==> src/sv/bep_pkg.sv <==
// shared types, character codes and helpers for the binary expression parser
package bep_pkg;

  localparam int unsigned DataW = 32;

  localparam logic [7:0] CH_PLUS  = 8'h2B;
  localparam logic [7:0] CH_MINUS = 8'h2D;
  localparam logic [7:0] CH_STAR  = 8'h2A;
  localparam logic [7:0] CH_SLASH = 8'h2F;
  localparam logic [7:0] CH_PCT   = 8'h25;
  localparam logic [7:0] CH_ZERO  = 8'h30;
  localparam logic [7:0] CH_NINE  = 8'h39;
  localparam logic [7:0] CH_NL    = 8'h0A;
  localparam logic [7:0] CH_TAB   = 8'h09;
  localparam logic [7:0] CH_SPACE = 8'h20;

  typedef enum logic [2:0] {
    ST_OK         = 3'd0,
    ST_EMPTY      = 3'd1,
    ST_INCOMPLETE = 3'd2,
    ST_BADOP      = 3'd3,
    ST_NEG        = 3'd4,
    ST_BADCHAR    = 3'd5,
    ST_FORMAT     = 3'd6,
    ST_DIVZERO    = 3'd7
  } status_e;

  typedef enum logic [2:0] {
    PH_IDLE  = 3'd0,
    PH_LEAD  = 3'd1,
    PH_LDIG  = 3'd2,
    PH_LSPC  = 3'd3,
    PH_AFTOP = 3'd4,
    PH_RDIG  = 3'd5,
    PH_RSPC  = 3'd6
  } phase_e;

  typedef enum logic [2:0] {
    OP_NONE = 3'd0,
    OP_ADD  = 3'd1,
    OP_SUB  = 3'd2,
    OP_MUL  = 3'd3,
    OP_DIV  = 3'd4,
    OP_REM  = 3'd5
  } op_e;

  typedef enum logic {
    SEQ_PARSE = 1'b0,
    SEQ_CALC  = 1'b1
  } seq_e;

  typedef enum logic [2:0] {
    AS_IDLE = 3'd0,
    AS_MAGA = 3'd1,
    AS_MAGB = 3'd2,
    AS_LOOP = 3'd3,
    AS_SIGN = 3'd4
  } alu_state_e;

  typedef struct packed {
    logic [7:0] data_byte;
    logic       end_of_input;
  } in_t;

  typedef struct packed {
    logic [2:0]              status;
    logic signed [DataW-1:0] value;
  } out_t;

  typedef struct packed {
    logic             start;
    op_e              op;
    logic [DataW-1:0] a;
    logic [DataW-1:0] b;
  } alu_req_t;

  typedef struct packed {
    logic             done;
    logic [DataW-1:0] result;
  } alu_rsp_t;

  function automatic op_e op_of(input logic [7:0] c);
    op_e o;
    case (c)
      CH_PLUS:  o = OP_ADD;
      CH_MINUS: o = OP_SUB;
      CH_STAR:  o = OP_MUL;
      CH_SLASH: o = OP_DIV;
      CH_PCT:   o = OP_REM;
      default:  o = OP_NONE;
    endcase
    return o;
  endfunction

  function automatic logic is_digit(input logic [7:0] c);
    return (c >= CH_ZERO) && (c <= CH_NINE);
  endfunction

  function automatic logic is_blank(input logic [7:0] c);
    return (c == CH_SPACE) || (c == CH_TAB);
  endfunction

endpackage

==> src/sv/bep_alu.sv <==
// shared add/subtract unit sequenced for add, sub, shift-add multiply and restoring divide
module bep_alu (
  input  logic              clk_i,
  input  logic              rst_ni,
  input  bep_pkg::alu_req_t req_i,
  output bep_pkg::alu_rsp_t rsp_o
);
  import bep_pkg::*;

  localparam int unsigned CntW = $clog2(DataW);

  alu_state_e       st_q, st_d;
  op_e              op_q, op_d;
  logic [DataW-1:0] r_q, r_d;
  logic [DataW-1:0] x_q, x_d;
  logic [DataW-1:0] y_q, y_d;
  logic [CntW-1:0]  cnt_q, cnt_d;
  logic             neg_q, neg_d;
  logic             done_q, done_d;
  logic [DataW-1:0] res_q, res_d;

  logic [DataW:0]   add_a, add_b, sum;
  logic             add_sub;
  logic             fits;
  logic [DataW-1:0] sel;

  // the one adder everything shares
  assign sum = add_a + (add_sub ? ~add_b : add_b) + (DataW+1)'(add_sub);

  always_comb begin
    st_d    = st_q;
    op_d    = op_q;
    r_d     = r_q;
    x_d     = x_q;
    y_d     = y_q;
    cnt_d   = cnt_q;
    neg_d   = neg_q;
    done_d  = 1'b0;
    res_d   = res_q;
    add_a   = '0;
    add_b   = '0;
    add_sub = 1'b0;
    fits    = 1'b0;
    sel     = (op_q == OP_DIV) ? x_q : r_q;
    unique case (st_q)
      AS_IDLE: begin
        if (req_i.start) begin
          op_d  = req_i.op;
          x_d   = req_i.a;
          y_d   = req_i.b;
          r_d   = '0;
          cnt_d = '0;
          case (req_i.op) inside
            OP_ADD, OP_SUB: begin
              add_a   = {1'b0, req_i.a};
              add_b   = {1'b0, req_i.b};
              add_sub = (req_i.op == OP_SUB);
              res_d   = sum[DataW-1:0];
              done_d  = 1'b1;
            end
            OP_MUL: st_d = AS_LOOP;
            OP_DIV, OP_REM: begin
              neg_d = (req_i.op == OP_DIV) ? (req_i.a[DataW-1] ^ req_i.b[DataW-1])
                                           : req_i.a[DataW-1];
              st_d  = AS_MAGA;
            end
            default: begin
              res_d  = '0;
              done_d = 1'b1;
            end
          endcase
        end
      end
      AS_MAGA: begin
        add_b   = {1'b0, x_q};
        add_sub = 1'b1;
        if (x_q[DataW-1]) begin
          x_d = sum[DataW-1:0];
        end
        st_d = AS_MAGB;
      end
      AS_MAGB: begin
        add_b   = {1'b0, y_q};
        add_sub = 1'b1;
        if (y_q[DataW-1]) begin
          y_d = sum[DataW-1:0];
        end
        st_d = AS_LOOP;
      end
      AS_LOOP: begin
        if (op_q == OP_MUL) begin
          add_a = {1'b0, r_q};
          add_b = y_q[0] ? {1'b0, x_q} : '0;
          r_d   = sum[DataW-1:0];
          x_d   = {x_q[DataW-2:0], 1'b0};
          y_d   = {1'b0, y_q[DataW-1:1]};
        end else begin
          // remainder shifts in the next dividend bit, quotient bit shifts into x
          add_a   = {r_q, x_q[DataW-1]};
          add_b   = {1'b0, y_q};
          add_sub = 1'b1;
          fits    = !sum[DataW];
          r_d     = fits ? sum[DataW-1:0] : add_a[DataW-1:0];
          x_d     = {x_q[DataW-2:0], fits};
        end
        cnt_d = cnt_q + 1'b1;
        if (cnt_q == '1) begin
          if (op_q == OP_MUL) begin
            res_d  = sum[DataW-1:0];
            done_d = 1'b1;
            st_d   = AS_IDLE;
          end else begin
            st_d = AS_SIGN;
          end
        end
      end
      AS_SIGN: begin
        if (neg_q) begin
          add_b   = {1'b0, sel};
          add_sub = 1'b1;
        end else begin
          add_a = {1'b0, sel};
        end
        res_d  = sum[DataW-1:0];
        done_d = 1'b1;
        st_d   = AS_IDLE;
      end
      default: st_d = AS_IDLE;
    endcase
  end

  always_ff @(posedge clk_i or negedge rst_ni) begin
    if (!rst_ni) begin
      st_q   <= AS_IDLE;
      op_q   <= OP_NONE;
      cnt_q  <= '0;
      done_q <= 1'b0;
    end else begin
      st_q   <= st_d;
      op_q   <= op_d;
      cnt_q  <= cnt_d;
      done_q <= done_d;
    end
  end

  always_ff @(posedge clk_i) begin
    r_q   <= r_d;
    x_q   <= x_d;
    y_q   <= y_d;
    neg_q <= neg_d;
    res_q <= res_d;
  end

  assign rsp_o.done   = done_q;
  assign rsp_o.result = res_q;

endmodule

==> src/sv/binary_expression_parser_unit.sv <==
// top level: byte parser for "A op B" lines with an iterative arithmetic unit
// Each byte is parsed as it is accepted, and most bytes are taken back to back. A newline or end
// marker that completes a line starts the shared 33-bit add/subtract unit: add and subtract
// finish straight from its idle state, multiply takes 32 shift-add steps, and divide and
// remainder take two magnitude steps, 32 restoring steps and a sign fix.
// in_ready_o stays low while that unit works and while a finished result waits to be taken.
// Errors and divide by zero are flagged by the byte that causes them and registered to the output.
module binary_expression_parser_unit (
  input  logic          clk_i,
  input  logic          rst_ni,
  input  logic          in_valid_i,
  output logic          in_ready_o,
  input  bep_pkg::in_t  in_data_i,
  output logic          out_valid_o,
  input  logic          out_ready_i,
  output bep_pkg::out_t out_data_o
);
  import bep_pkg::*;

  seq_e             seq_q, seq_d;
  phase_e           phase_q, phase_d;
  op_e              op_q, op_d;
  logic [DataW-1:0] left_q, left_d;
  logic [DataW-1:0] right_q, right_d;
  logic             out_valid_q;
  out_t             out_q;

  logic             in_acc;
  logic             emit;
  status_e          emit_st;
  logic [DataW-1:0] emit_val;
  logic             calc;
  alu_req_t         alu_req;
  alu_rsp_t         alu_rsp;

  logic [7:0]       c;
  logic [DataW-1:0] dval;
  logic [DataW-1:0] left_x10, right_x10;
  op_e              opc;

  assign in_ready_o = (seq_q == SEQ_PARSE) && (!out_valid_q || out_ready_i);
  assign in_acc     = in_valid_i && in_ready_o;

  assign c         = in_data_i.data_byte;
  assign dval      = DataW'(c[3:0]);
  assign opc       = op_of(c);
  // x10 as x8 + x2, wrapping
  assign left_x10  = {left_q[DataW-4:0], 3'b000} + {left_q[DataW-2:0], 1'b0};
  assign right_x10 = {right_q[DataW-4:0], 3'b000} + {right_q[DataW-2:0], 1'b0};

  always_comb begin
    seq_d    = seq_q;
    phase_d  = phase_q;
    op_d     = op_q;
    left_d   = left_q;
    right_d  = right_q;
    emit     = 1'b0;
    emit_st  = ST_OK;
    emit_val = '0;
    calc     = 1'b0;
    alu_req  = '0;
    unique case (seq_q)
      SEQ_PARSE: begin
        if (in_acc) begin
          if (in_data_i.end_of_input) begin
            unique case (phase_q) inside
              PH_LEAD, PH_AFTOP: begin
                emit    = 1'b1;
                emit_st = ST_BADCHAR;
              end
              PH_LDIG, PH_LSPC: begin
                emit    = 1'b1;
                emit_st = ST_BADOP;
              end
              PH_RDIG, PH_RSPC: calc = 1'b1;
              default: begin
                phase_d = PH_IDLE;
                op_d    = OP_NONE;
              end
            endcase
          end else begin
            unique case (phase_q) inside
              PH_LDIG, PH_LSPC: begin
                if (phase_q == PH_LDIG && is_digit(c)) begin
                  left_d = left_x10 + dval;
                end else if (is_blank(c)) begin
                  phase_d = PH_LSPC;
                end else if (c == CH_NL) begin
                  emit    = 1'b1;
                  emit_st = ST_INCOMPLETE;
                end else if (opc == OP_NONE) begin
                  emit    = 1'b1;
                  emit_st = ST_BADOP;
                end else begin
                  op_d    = opc;
                  phase_d = PH_AFTOP;
                end
              end
              PH_AFTOP: begin
                if (is_blank(c)) begin
                  phase_d = PH_AFTOP;
                end else if (c == CH_NL) begin
                  emit    = 1'b1;
                  emit_st = ST_INCOMPLETE;
                end else if (is_digit(c)) begin
                  right_d = dval;
                  phase_d = PH_RDIG;
                end else if (c == CH_MINUS) begin
                  emit    = 1'b1;
                  emit_st = ST_NEG;
                end else begin
                  emit    = 1'b1;
                  emit_st = ST_BADCHAR;
                end
              end
              PH_RDIG, PH_RSPC: begin
                if (phase_q == PH_RDIG && is_digit(c)) begin
                  right_d = right_x10 + dval;
                end else if (is_blank(c)) begin
                  phase_d = PH_RSPC;
                end else if (c == CH_NL) begin
                  calc = 1'b1;
                end else begin
                  emit    = 1'b1;
                  emit_st = ST_FORMAT;
                end
              end
              default: begin
                // idle or leading blanks
                if (is_blank(c)) begin
                  phase_d = PH_LEAD;
                end else if (c == CH_NL) begin
                  emit    = 1'b1;
                  emit_st = ST_EMPTY;
                end else if (is_digit(c)) begin
                  left_d  = dval;
                  phase_d = PH_LDIG;
                end else if (c == CH_MINUS) begin
                  emit    = 1'b1;
                  emit_st = ST_NEG;
                end else begin
                  emit    = 1'b1;
                  emit_st = ST_BADCHAR;
                end
              end
            endcase
          end
          if (calc) begin
            if ((op_q == OP_DIV || op_q == OP_REM) && right_q == '0) begin
              emit    = 1'b1;
              emit_st = ST_DIVZERO;
            end else if (op_q == OP_NONE) begin
              emit    = 1'b1;
              emit_st = ST_OK;
            end else begin
              alu_req.start = 1'b1;
              alu_req.op    = op_q;
              alu_req.a     = left_q;
              alu_req.b     = right_q;
              seq_d         = SEQ_CALC;
              phase_d       = PH_IDLE;
              op_d          = OP_NONE;
            end
          end
        end
      end
      SEQ_CALC: begin
        if (alu_rsp.done) begin
          emit     = 1'b1;
          emit_st  = ST_OK;
          emit_val = alu_rsp.result;
          seq_d    = SEQ_PARSE;
        end
      end
      default: seq_d = SEQ_PARSE;
    endcase
    if (emit) begin
      phase_d = PH_IDLE;
      op_d    = OP_NONE;
    end
  end

  bep_alu u_alu (
    .clk_i  (clk_i),
    .rst_ni (rst_ni),
    .req_i  (alu_req),
    .rsp_o  (alu_rsp)
  );

  always_ff @(posedge clk_i or negedge rst_ni) begin
    if (!rst_ni) begin
      seq_q       <= SEQ_PARSE;
      phase_q     <= PH_IDLE;
      op_q        <= OP_NONE;
      out_valid_q <= 1'b0;
    end else begin
      seq_q   <= seq_d;
      phase_q <= phase_d;
      op_q    <= op_d;
      if (emit) begin
        out_valid_q <= 1'b1;
      end else if (out_ready_i) begin
        out_valid_q <= 1'b0;
      end
    end
  end

  always_ff @(posedge clk_i) begin
    left_q  <= left_d;
    right_q <= right_d;
    if (emit) begin
      out_q.status <= emit_st;
      out_q.value  <= emit_val;
    end
  end

  assign out_valid_o = out_valid_q;
  assign out_data_o  = out_q;

  a_calc_blocks_input: assert property (@(posedge clk_i) disable iff (!rst_ni)
    (seq_q == SEQ_CALC) |-> !in_ready_o)
    else $error("input taken while arithmetic unit busy");

  a_done_only_in_calc: assert property (@(posedge clk_i) disable iff (!rst_ni)
    alu_rsp.done |-> (seq_q == SEQ_CALC))
    else $error("arithmetic result with no line pending");

  a_start_enters_calc: assert property (@(posedge clk_i) disable iff (!rst_ni)
    alu_req.start |=> (seq_q == SEQ_CALC) && (phase_q == PH_IDLE))
    else $error("start did not hand the line to the arithmetic unit");

  a_error_value_zero: assert property (@(posedge clk_i) disable iff (!rst_ni)
    (out_valid_o && out_data_o.status != ST_OK) |-> (out_data_o.value == '0))
    else $error("error item carries a nonzero value");

  a_no_overwrite: assert property (@(posedge clk_i) disable iff (!rst_ni)
    (out_valid_q && !out_ready_i) |-> !emit)
    else $error("pending item overwritten");

endmodule

==> config.mk <==
export PLATFORM = sky130hd
export DESIGN_NAME = binary_expression_parser_unit
export DESIGN_NICKNAME = d
export VERILOG_FILES = /design/src/sv/bep_pkg.sv /design/src/sv/bep_alu.sv /design/src/sv/binary_expression_parser_unit.sv
export SDC_FILE = /design/constraint.sdc
export NUM_CORES = 1
export LEC_CHECK = 0
export BUFFER_PORTS_ARGS = -buffer_cell sky130_fd_sc_hd__buf_2
export CAP_MARGIN = 20
export CORE_MARGIN = 2
export CORE_UTILIZATION = 30
export DETAILED_ROUTE_END_ITERATION = 6
export HOLD_SLACK_MARGIN = 0.15
export PLACE_DENSITY = 0.42
export SLEW_MARGIN = 10
export SYNTH_ARGS = -nofsm -noshare
export SYNTH_HDL_FRONTEND = slang
export SYNTH_HIERARCHICAL = 1
export SYNTH_SLANG_ARGS = --single-unit
==> constraint.sdc <==
create_clock -name clk_i -period 6.4 [get_ports clk_i]
set_input_delay 1.28 -clock clk_i [delete_from_list [all_inputs] [get_ports clk_i]]
set_output_delay 1.28 -clock clk_i [all_outputs]
set_load 0.02 [all_outputs]
==> metrics.cfg, run 1 <==
[outcome]
status=finished clean

[placed_design]
dp.cells=3058
placed_cell_area_um2=21800
place_ws_ns=-0.422
routabilityCongestion=0.893
dpl.hpwl_um=50200
io_buffers=49

[grt]
grt_antenna_before_repair=1
overflow=0
grt_pass1_vias=16798
grt_max_degree=66
grt_pass1_wl_um=105000
grt_use_total_pct=20.3

[layout]
area_growth_pct=19.8
utilization_pct=36.5
num-nets-final=2414
regArea_um2=7350
antenna-diode-count=0
design_area_um2=23000
nFillCells=6434
finalNonFillerCells=3117
drive_above_1_share_pct=16.1
multi_input_area_um2=11400

[critical_path]
cp_max_fo=15
worstSetupPathType=input port to flop
required_ns=6.83
startpoint_type=input port
end_kind=flop
arrival_ns=6.61

[yosys]
yosysSeqAreaShare_pct=38.2
synth_seq_cells=248
yosys.area_share.simple_pct=19.3
synth_nets=2252
synth.area.top_cells=edfxtp_1, ha_1, mux2i_1
synth_compound_area_share_pct=19.1
netlist_instances=2085
synth.cell_area_um2=19200
async_reset_ff_share_pct=8.06
muxShareOfSynthArea_pct=6.52
synth_top_family_by_area=simple AND/OR/NAND/NOR gates
yosysMostFrequentCell=nor2_1
synth-edff-count=228
ys_warn_count=6
synth_ff_type=edfxtp_1
synth_common_cells=nor2_1, edfxtp_1, nand2_1
yosys.area.top_type=edfxtp_1
synth.distinct_cells=90
synth-adder-area-share_pct=10.3
yosysTopAreaCellShare_pct=35.6
synth_xor_area_share_pct=3.19
syn_avg_cell_area_um2=9.22

[worst_hold_path]
hp-class=flop to flop

[pwr]
power_switching_share_pct=22.6
intPower_mw=3.07
ir_drop_v=0.000136
p_per_area_nw_per_um2=172
p_sw_mw=0.898
p_clk_share_pct=50.1
pwr-share-seq_pct=44.9
p_leak_nw=9.39
p_total_mw=3.96
combPwrFrac_pct=5.0

[clock_network]
cts_buffer_depth=3
cts.clk_slew.worst_paths_ns=0.06
cts_tree=yes
numCtsBuffers=31
cts.sinks=248
cts_root_buffer=clkbuf_16
clkLatencyLatePin_ns=0.60
htreeDepth=1

[drt]
wl_per_cell_um=22.0
drc=0
drtIter0Drc=1334
totalWireLength_um=68600
num_vias=16992
final_antenna_net_count=0
viasPerCell=5.45
first_pass_iters=6

[sta]
finalWorstSetupSlack_ns=0.228
hold_viol_final=0
rsz0062_at_grt=no
finalSetupViolations=0
min_period_ns=6.17
maxSlewViolCount=0
max_slew.worst_pin.slew_ns=1.17
fmax_ghz=0.162
fin_skew_ns=0.0162
fin_setup_tns_ns=0
period_share_pct=96.4
holdWs_ns=0.482
slew_headroom_pct=21.8

[floorplan]
ios=50
die_w_um=257
floorplan.initialDensity_pct=30.4
die_h_um=257
core-area_um2=63200
dieArea_um2=66200
rows=92

[run]
max_cap_violations=0

area by class of cell:
cell class | instances | share of cell area (%)
Sequential cell | 248 | 31.9
Clock buffer | 36 | 3.53
Timing Repair Buffer | 255 | 8.46
Tap cell | 846 | 4.59
Clock inverter | 21 | 1.34
Inverter | 38 | 0.619
Multi-Input combinational cell | 1673 | 49.6
sequential cells by signal, summed over array words and instances (netlist names), 5 cells and up:
name / count
u_alu/x_q: 32
out_data_o: 35
u_alu/y_q: 32
u_alu/res_q: 32
u_alu/cnt_q: 5
left_q: 32
right_q: 32
u_alu/r_q: 32
power by group through the flow:
| stage | registers [mW] | clock network, mW | logic [mW] |
|---|---|---|---|
| after CTS | 1.78 | 2.04 | 0.200 |
| after floorplan | 1.83 | 0 | 0.112 |
| after detailed placement | 1.82 | 0 | 0.199 |
| after global placement | 1.81 | 0 | 0.198 |
| after global routing | 1.78 | 2.09 | 0.217 |
| final | 1.78 | 1.99 | 0.196 |
worst max-delay path: stages:
cell and delay [ns]:
buf_2 0.10, or3_1 0.38, or3_4 0.41, a21oi_4 0.16, nand2_2 0.10, nor2_4 0.12
or4b_4 0.51, nor3_4 0.26, buf_12 0.20, a221oi_2 0.10, mux2_2 0.37, fa_2 0.43
nor2b_4 0.14, o311a_1 0.21, o21ai_2 0.09, o211ai_1 0.29, buf_4 0.23, a41oi_1 0.18
buf_4 0.18, xnor2_1 0.49, buf_4 0.22, nor2b_1 0.14
logic make-up (layout without fill, tap and decap cells):
kind of cell / after synthesis / count (layout)
compound gates: 558 / 558
xor+xnor: 70 / 70
fa+ha+maj: 155 / 155
buf+inv: 164 / 350
flops: 248 / 248
mux: 125 / 125
simple gates: 765 / 765
final timing paths:
check	start	end	slack (ns)	cells past startpoint
hold / removal	u_alu/cnt_q[3]	u_alu/cnt_q[3]	0.48	1
min in group asynchronous	rst_ni	u_alu/op_q[2]	0.67	1
setup / recovery	in_data_i[5]	u_alu/res_q[24]	0.23	22
hold reg to reg	u_alu/cnt_q[3]	u_alu/cnt_q[3]	0.48	1
setup reg to reg	right_q[14]	u_alu/res_q[24]	0.48	24
max in group asynchronous	rst_ni	u_alu/st_q[0]	5.34	1
cells in the final DEF (no fill, tap or decap), drive strengths merged, types with 11 or more instances in the layout:
| master | n |
|---|---|
| a211oi | 16 |
| a21o | 38 |
| a21oi | 144 |
| a221oi | 79 |
| a31oi | 18 |
| and2 | 86 |
| and3 | 46 |
| buf | 255 |
| clkbuf | 36 |
| clkinv | 11 |
| dfrtp | 20 |
| edfxtp | 228 |
| ha | 149 |
| inv | 39 |
| mux2i | 122 |
| nand2 | 164 |
| nand2b | 21 |
| nand3 | 27 |
| nand4 | 14 |
| nor2 | 267 |
| nor2b | 35 |
| nor3 | 35 |
| nor3b | 13 |
| nor4 | 15 |
| o21a | 14 |
| o21ai | 153 |
| o21bai | 12 |
| or2 | 11 |
| or3 | 16 |
| xnor2 | 43 |
| xor2 | 27 |
per-layer routing:
layer | up-vias | wire length (um) | track usage (%)
met2 | 520 | 30200 | 31.6
met1 | 8303 | 32200 | 29.1
met5 | - | 0 | 0
met4 | 0 | 2570 | 7.20
li1 | 8076 | - | -
met3 | 93 | 3680 | 2.11
what timing repair did:
item / CTS / global route
gates resized for setup: 0 / 11
setup buffers: 0 / 0
setup endpoints to repair: 0 / 40
hold buffers: 0 / 0
(Power assumes the default switching activity.)
==> inputs of run 2 (changes only) <==
Settings changed: CORE_MARGIN 2 to 3, CORE_UTILIZATION 30 to 45, PLACE_DENSITY 0.42 to 0.57.
Clock period 6.4 ns to 7.3 ns, I/O delays scaled along.
==> run 2 against run 1 <==
- core utilization grew 15 points
- total power is 16% lower
- sequential share of layout area up 2.1 points
- critical endpoint is now u_alu/r_q[5]
- largest cell class unchanged
- highest routed layer unchanged
==> metrics.cfg, run 2 (synthesis results as in run 1) <==
[sta]
hold_viol_final=0  ; unchanged
slew_headroom_pct=24.4  ; +2.5 points
min_period_ns=6.76
fmax_ghz=0.148
fin_setup_tns_ns=0  ; unchanged
fin_skew_ns=0.0302  ; +0.0140 ns
max_slew.worst_pin.slew_ns=1.13  ; -0.0382 ns
maxSlewViolCount=0  ; unchanged
period_share_pct=92.6
rsz0062_at_grt=no
finalWorstSetupSlack_ns=0.537  ; +0.309 ns
finalSetupViolations=0  ; unchanged

[placed_design]
routabilityCongestion=0.950  ; +6.4%
io_buffers=49  ; unchanged
dpl.hpwl_um=44900  ; -11%
place_ws_ns=0.00743  ; +0.429 ns

[critical_path]
r2r_setup_slack_ns=0.96  ; +0.48 ns
r2r_start=right_q[21]
r2r-end=u_alu/r_q[5]
cpMaxStageDelayCell=a2111oi_4
critPathCapture=u_alu/r_q[5]
required_ns=7.60  ; +0.77 ns
critPathLaunch=in_data_i[5]
cpPeakStageDelay_ns=0.49  ; -0.02 ns
cp_max_fo=22  ; +7
r2r_cells=24  ; unchanged
end_kind=flop
worstSetupPathType=input port to flop
arrival_ns=7.06  ; +0.45 ns
startpoint_type=input port
cp_cell_sequence=buf_2 -> or3_1 -> or3_4 -> a21oi_2 -> nand2_1 -> nor2_1 -> and2_1 -> nor4b_1 -> buf_4 -> a2111oi_4 -> nand2_1 -> mux2_2 -> fa_1 -> nor2b_1 -> o311a_1 -> o21ai_0 -> buf_4 -> o211ai_1 -> a211oi_2 -> a31o_2 -> mux2i_4 -> buf_12 -> mux2i_1 -> nor2_1

[clock_network]
cts.clk_slew.worst_paths_ns=0.06  ; about the same
cts.sinks=248  ; unchanged
cts_buffer_depth=3  ; unchanged
htreeDepth=1  ; unchanged
numCtsBuffers=30  ; -3.2%
ctsResizeCount=0  ; unchanged
postCtsSetupRepairBufs=0  ; unchanged
cts_hold_buffers=0  ; unchanged
clkLatencyLatePin_ns=0.58  ; -0.02 ns
cts_tree=yes
cts_root_buffer=clkbuf_16

[worst_hold_path]
hold_depth=1  ; unchanged
hp-class=flop to flop

[floorplan]
dieArea_um2=45300  ; -32%
ios=50  ; unchanged
die_h_um=213  ; -17%
floorplan.initialDensity_pct=45.7  ; +15 points
rows=75  ; -18%
die_w_um=213  ; -17%
core-area_um2=42000  ; -33%

[pwr]
power_switching_share_pct=22.6  ; -0.029 points
p_leak_nw=8.78  ; -6.5%
p_clk_share_pct=48.0  ; -2.1 points
pwr-share-seq_pct=47.3  ; +2.4 points
p_per_area_nw_per_um2=153  ; -11%
intPower_mw=2.56  ; -16%
combPwrFrac_pct=4.7  ; -0.3 points
p_sw_mw=0.749  ; -17%
ir_drop_v=0.000158  ; +16%

[run]
max_cap_violations=0  ; unchanged

[layout]
final_common_cell=nor2_1
drive_above_1_share_pct=11.4  ; -4.7 points
num-nets-final=2311  ; -4.3%
antenna-diode-count=0  ; unchanged
largest_reg_flops=35  ; unchanged
area_growth_pct=12.5
final_cell_mix=nor2_1, edfxtp_1, nand2_1, ha_1, o21ai_0

[drt]
drc=0  ; unchanged
first_pass_iters=6  ; unchanged
totalWireLength_um=61100  ; -11%
num_vias=16810  ; -1.1%
wl_per_cell_um=22.6  ; +2.5%
viasPerCell=6.21  ; +14%
drtIter0Drc=1375  ; +3.1%
final_antenna_net_count=0  ; unchanged

[grt]
grt_pass1_vias=16527  ; -1.6%
grt_max_degree=66  ; unchanged
overflow=0  ; unchanged
grt_use_total_pct=26.6  ; +6.3 points
grt_antenna_before_repair=0  ; -1
grt_pass1_wl_um=94500  ; -9.8%

[outcome]
status=finished clean

run 2: changes by cell type in the layout (fill, tap and decap cells not counted), moves of 3 or more:
cell and change:
clkinv_1 -3, buf_12 -5, bufinv_16 -3, buf_4 -96
o21ai_0 +5, o21ai_1 -3, clkinvlp_4 +3
run 2: worst min path at each step:
stage,start,endpoint,slack (ns)
after detailed placement,u_alu/cnt_q[3],u_alu/cnt_q[3],0.48
after floorplan,u_alu/cnt_q[3],u_alu/cnt_q[3],0.44
after CTS,u_alu/cnt_q[3],u_alu/cnt_q[3],0.49
final,u_alu/cnt_q[3],u_alu/cnt_q[3],0.49
after global routing,u_alu/cnt_q[3],u_alu/cnt_q[3],0.53
after global placement,u_alu/cnt_q[3],u_alu/cnt_q[3],0.47
run 2: metal layers:
metal  up-vias  GRT usage (%)  part of all wire (%)
li1       7888              -                     -
met5         -              0                     0
met2       757           43.8                    46
met3       121           4.04                   7.7
met4         0           9.02                   3.4
met1      8044           36.2                    43
run 2: power by group through the flow:
stage / logic [mW] / registers, mW / clock network, mW
final: 0.157 / 1.57 / 1.59
after global routing: 0.177 / 1.57 / 1.68
after CTS: 0.159 / 1.57 / 1.62
after detailed placement: 0.159 / 1.60 / 0
after global placement: 0.158 / 1.60 / 0
after floorplan: 0.0979 / 1.61 / 0
run 2: stage by stage:
step	util [%]	std cells	hold WS (ns)	power [mW]	instance area, um2
final	51.4	2707	0.487	3.31	21600
after global routing	51.4	2707	0.535	3.42	21600
after CTS	51.4	2706	0.492	3.35	21600
after detailed placement	48.9	2650	0.480	1.76	20600
after global placement	48.9	2650	0.472	1.76	20600
after floorplan	-	2085	0.443	1.70	19200
run 2: area by class of cell:
cell class,count,area (um2)
fillers,3954,20400
multi-input cells,1673,11300
flip-flops and latches,248,7350
repair buffers,153,1100
clock buffers,36,795
well taps,539,674
clock inverters,20,244
inverters,38,143
run 2: worst max-delay path, delay by kind of cell:
kind | cells | cell delay (ns)
fa+ha+maj | 1 | 0.47
mux | 3 | 0.88
compound gates | 7 | 1.56
buf+inv | 4 | 0.64
simple gates | 9 | 2.02
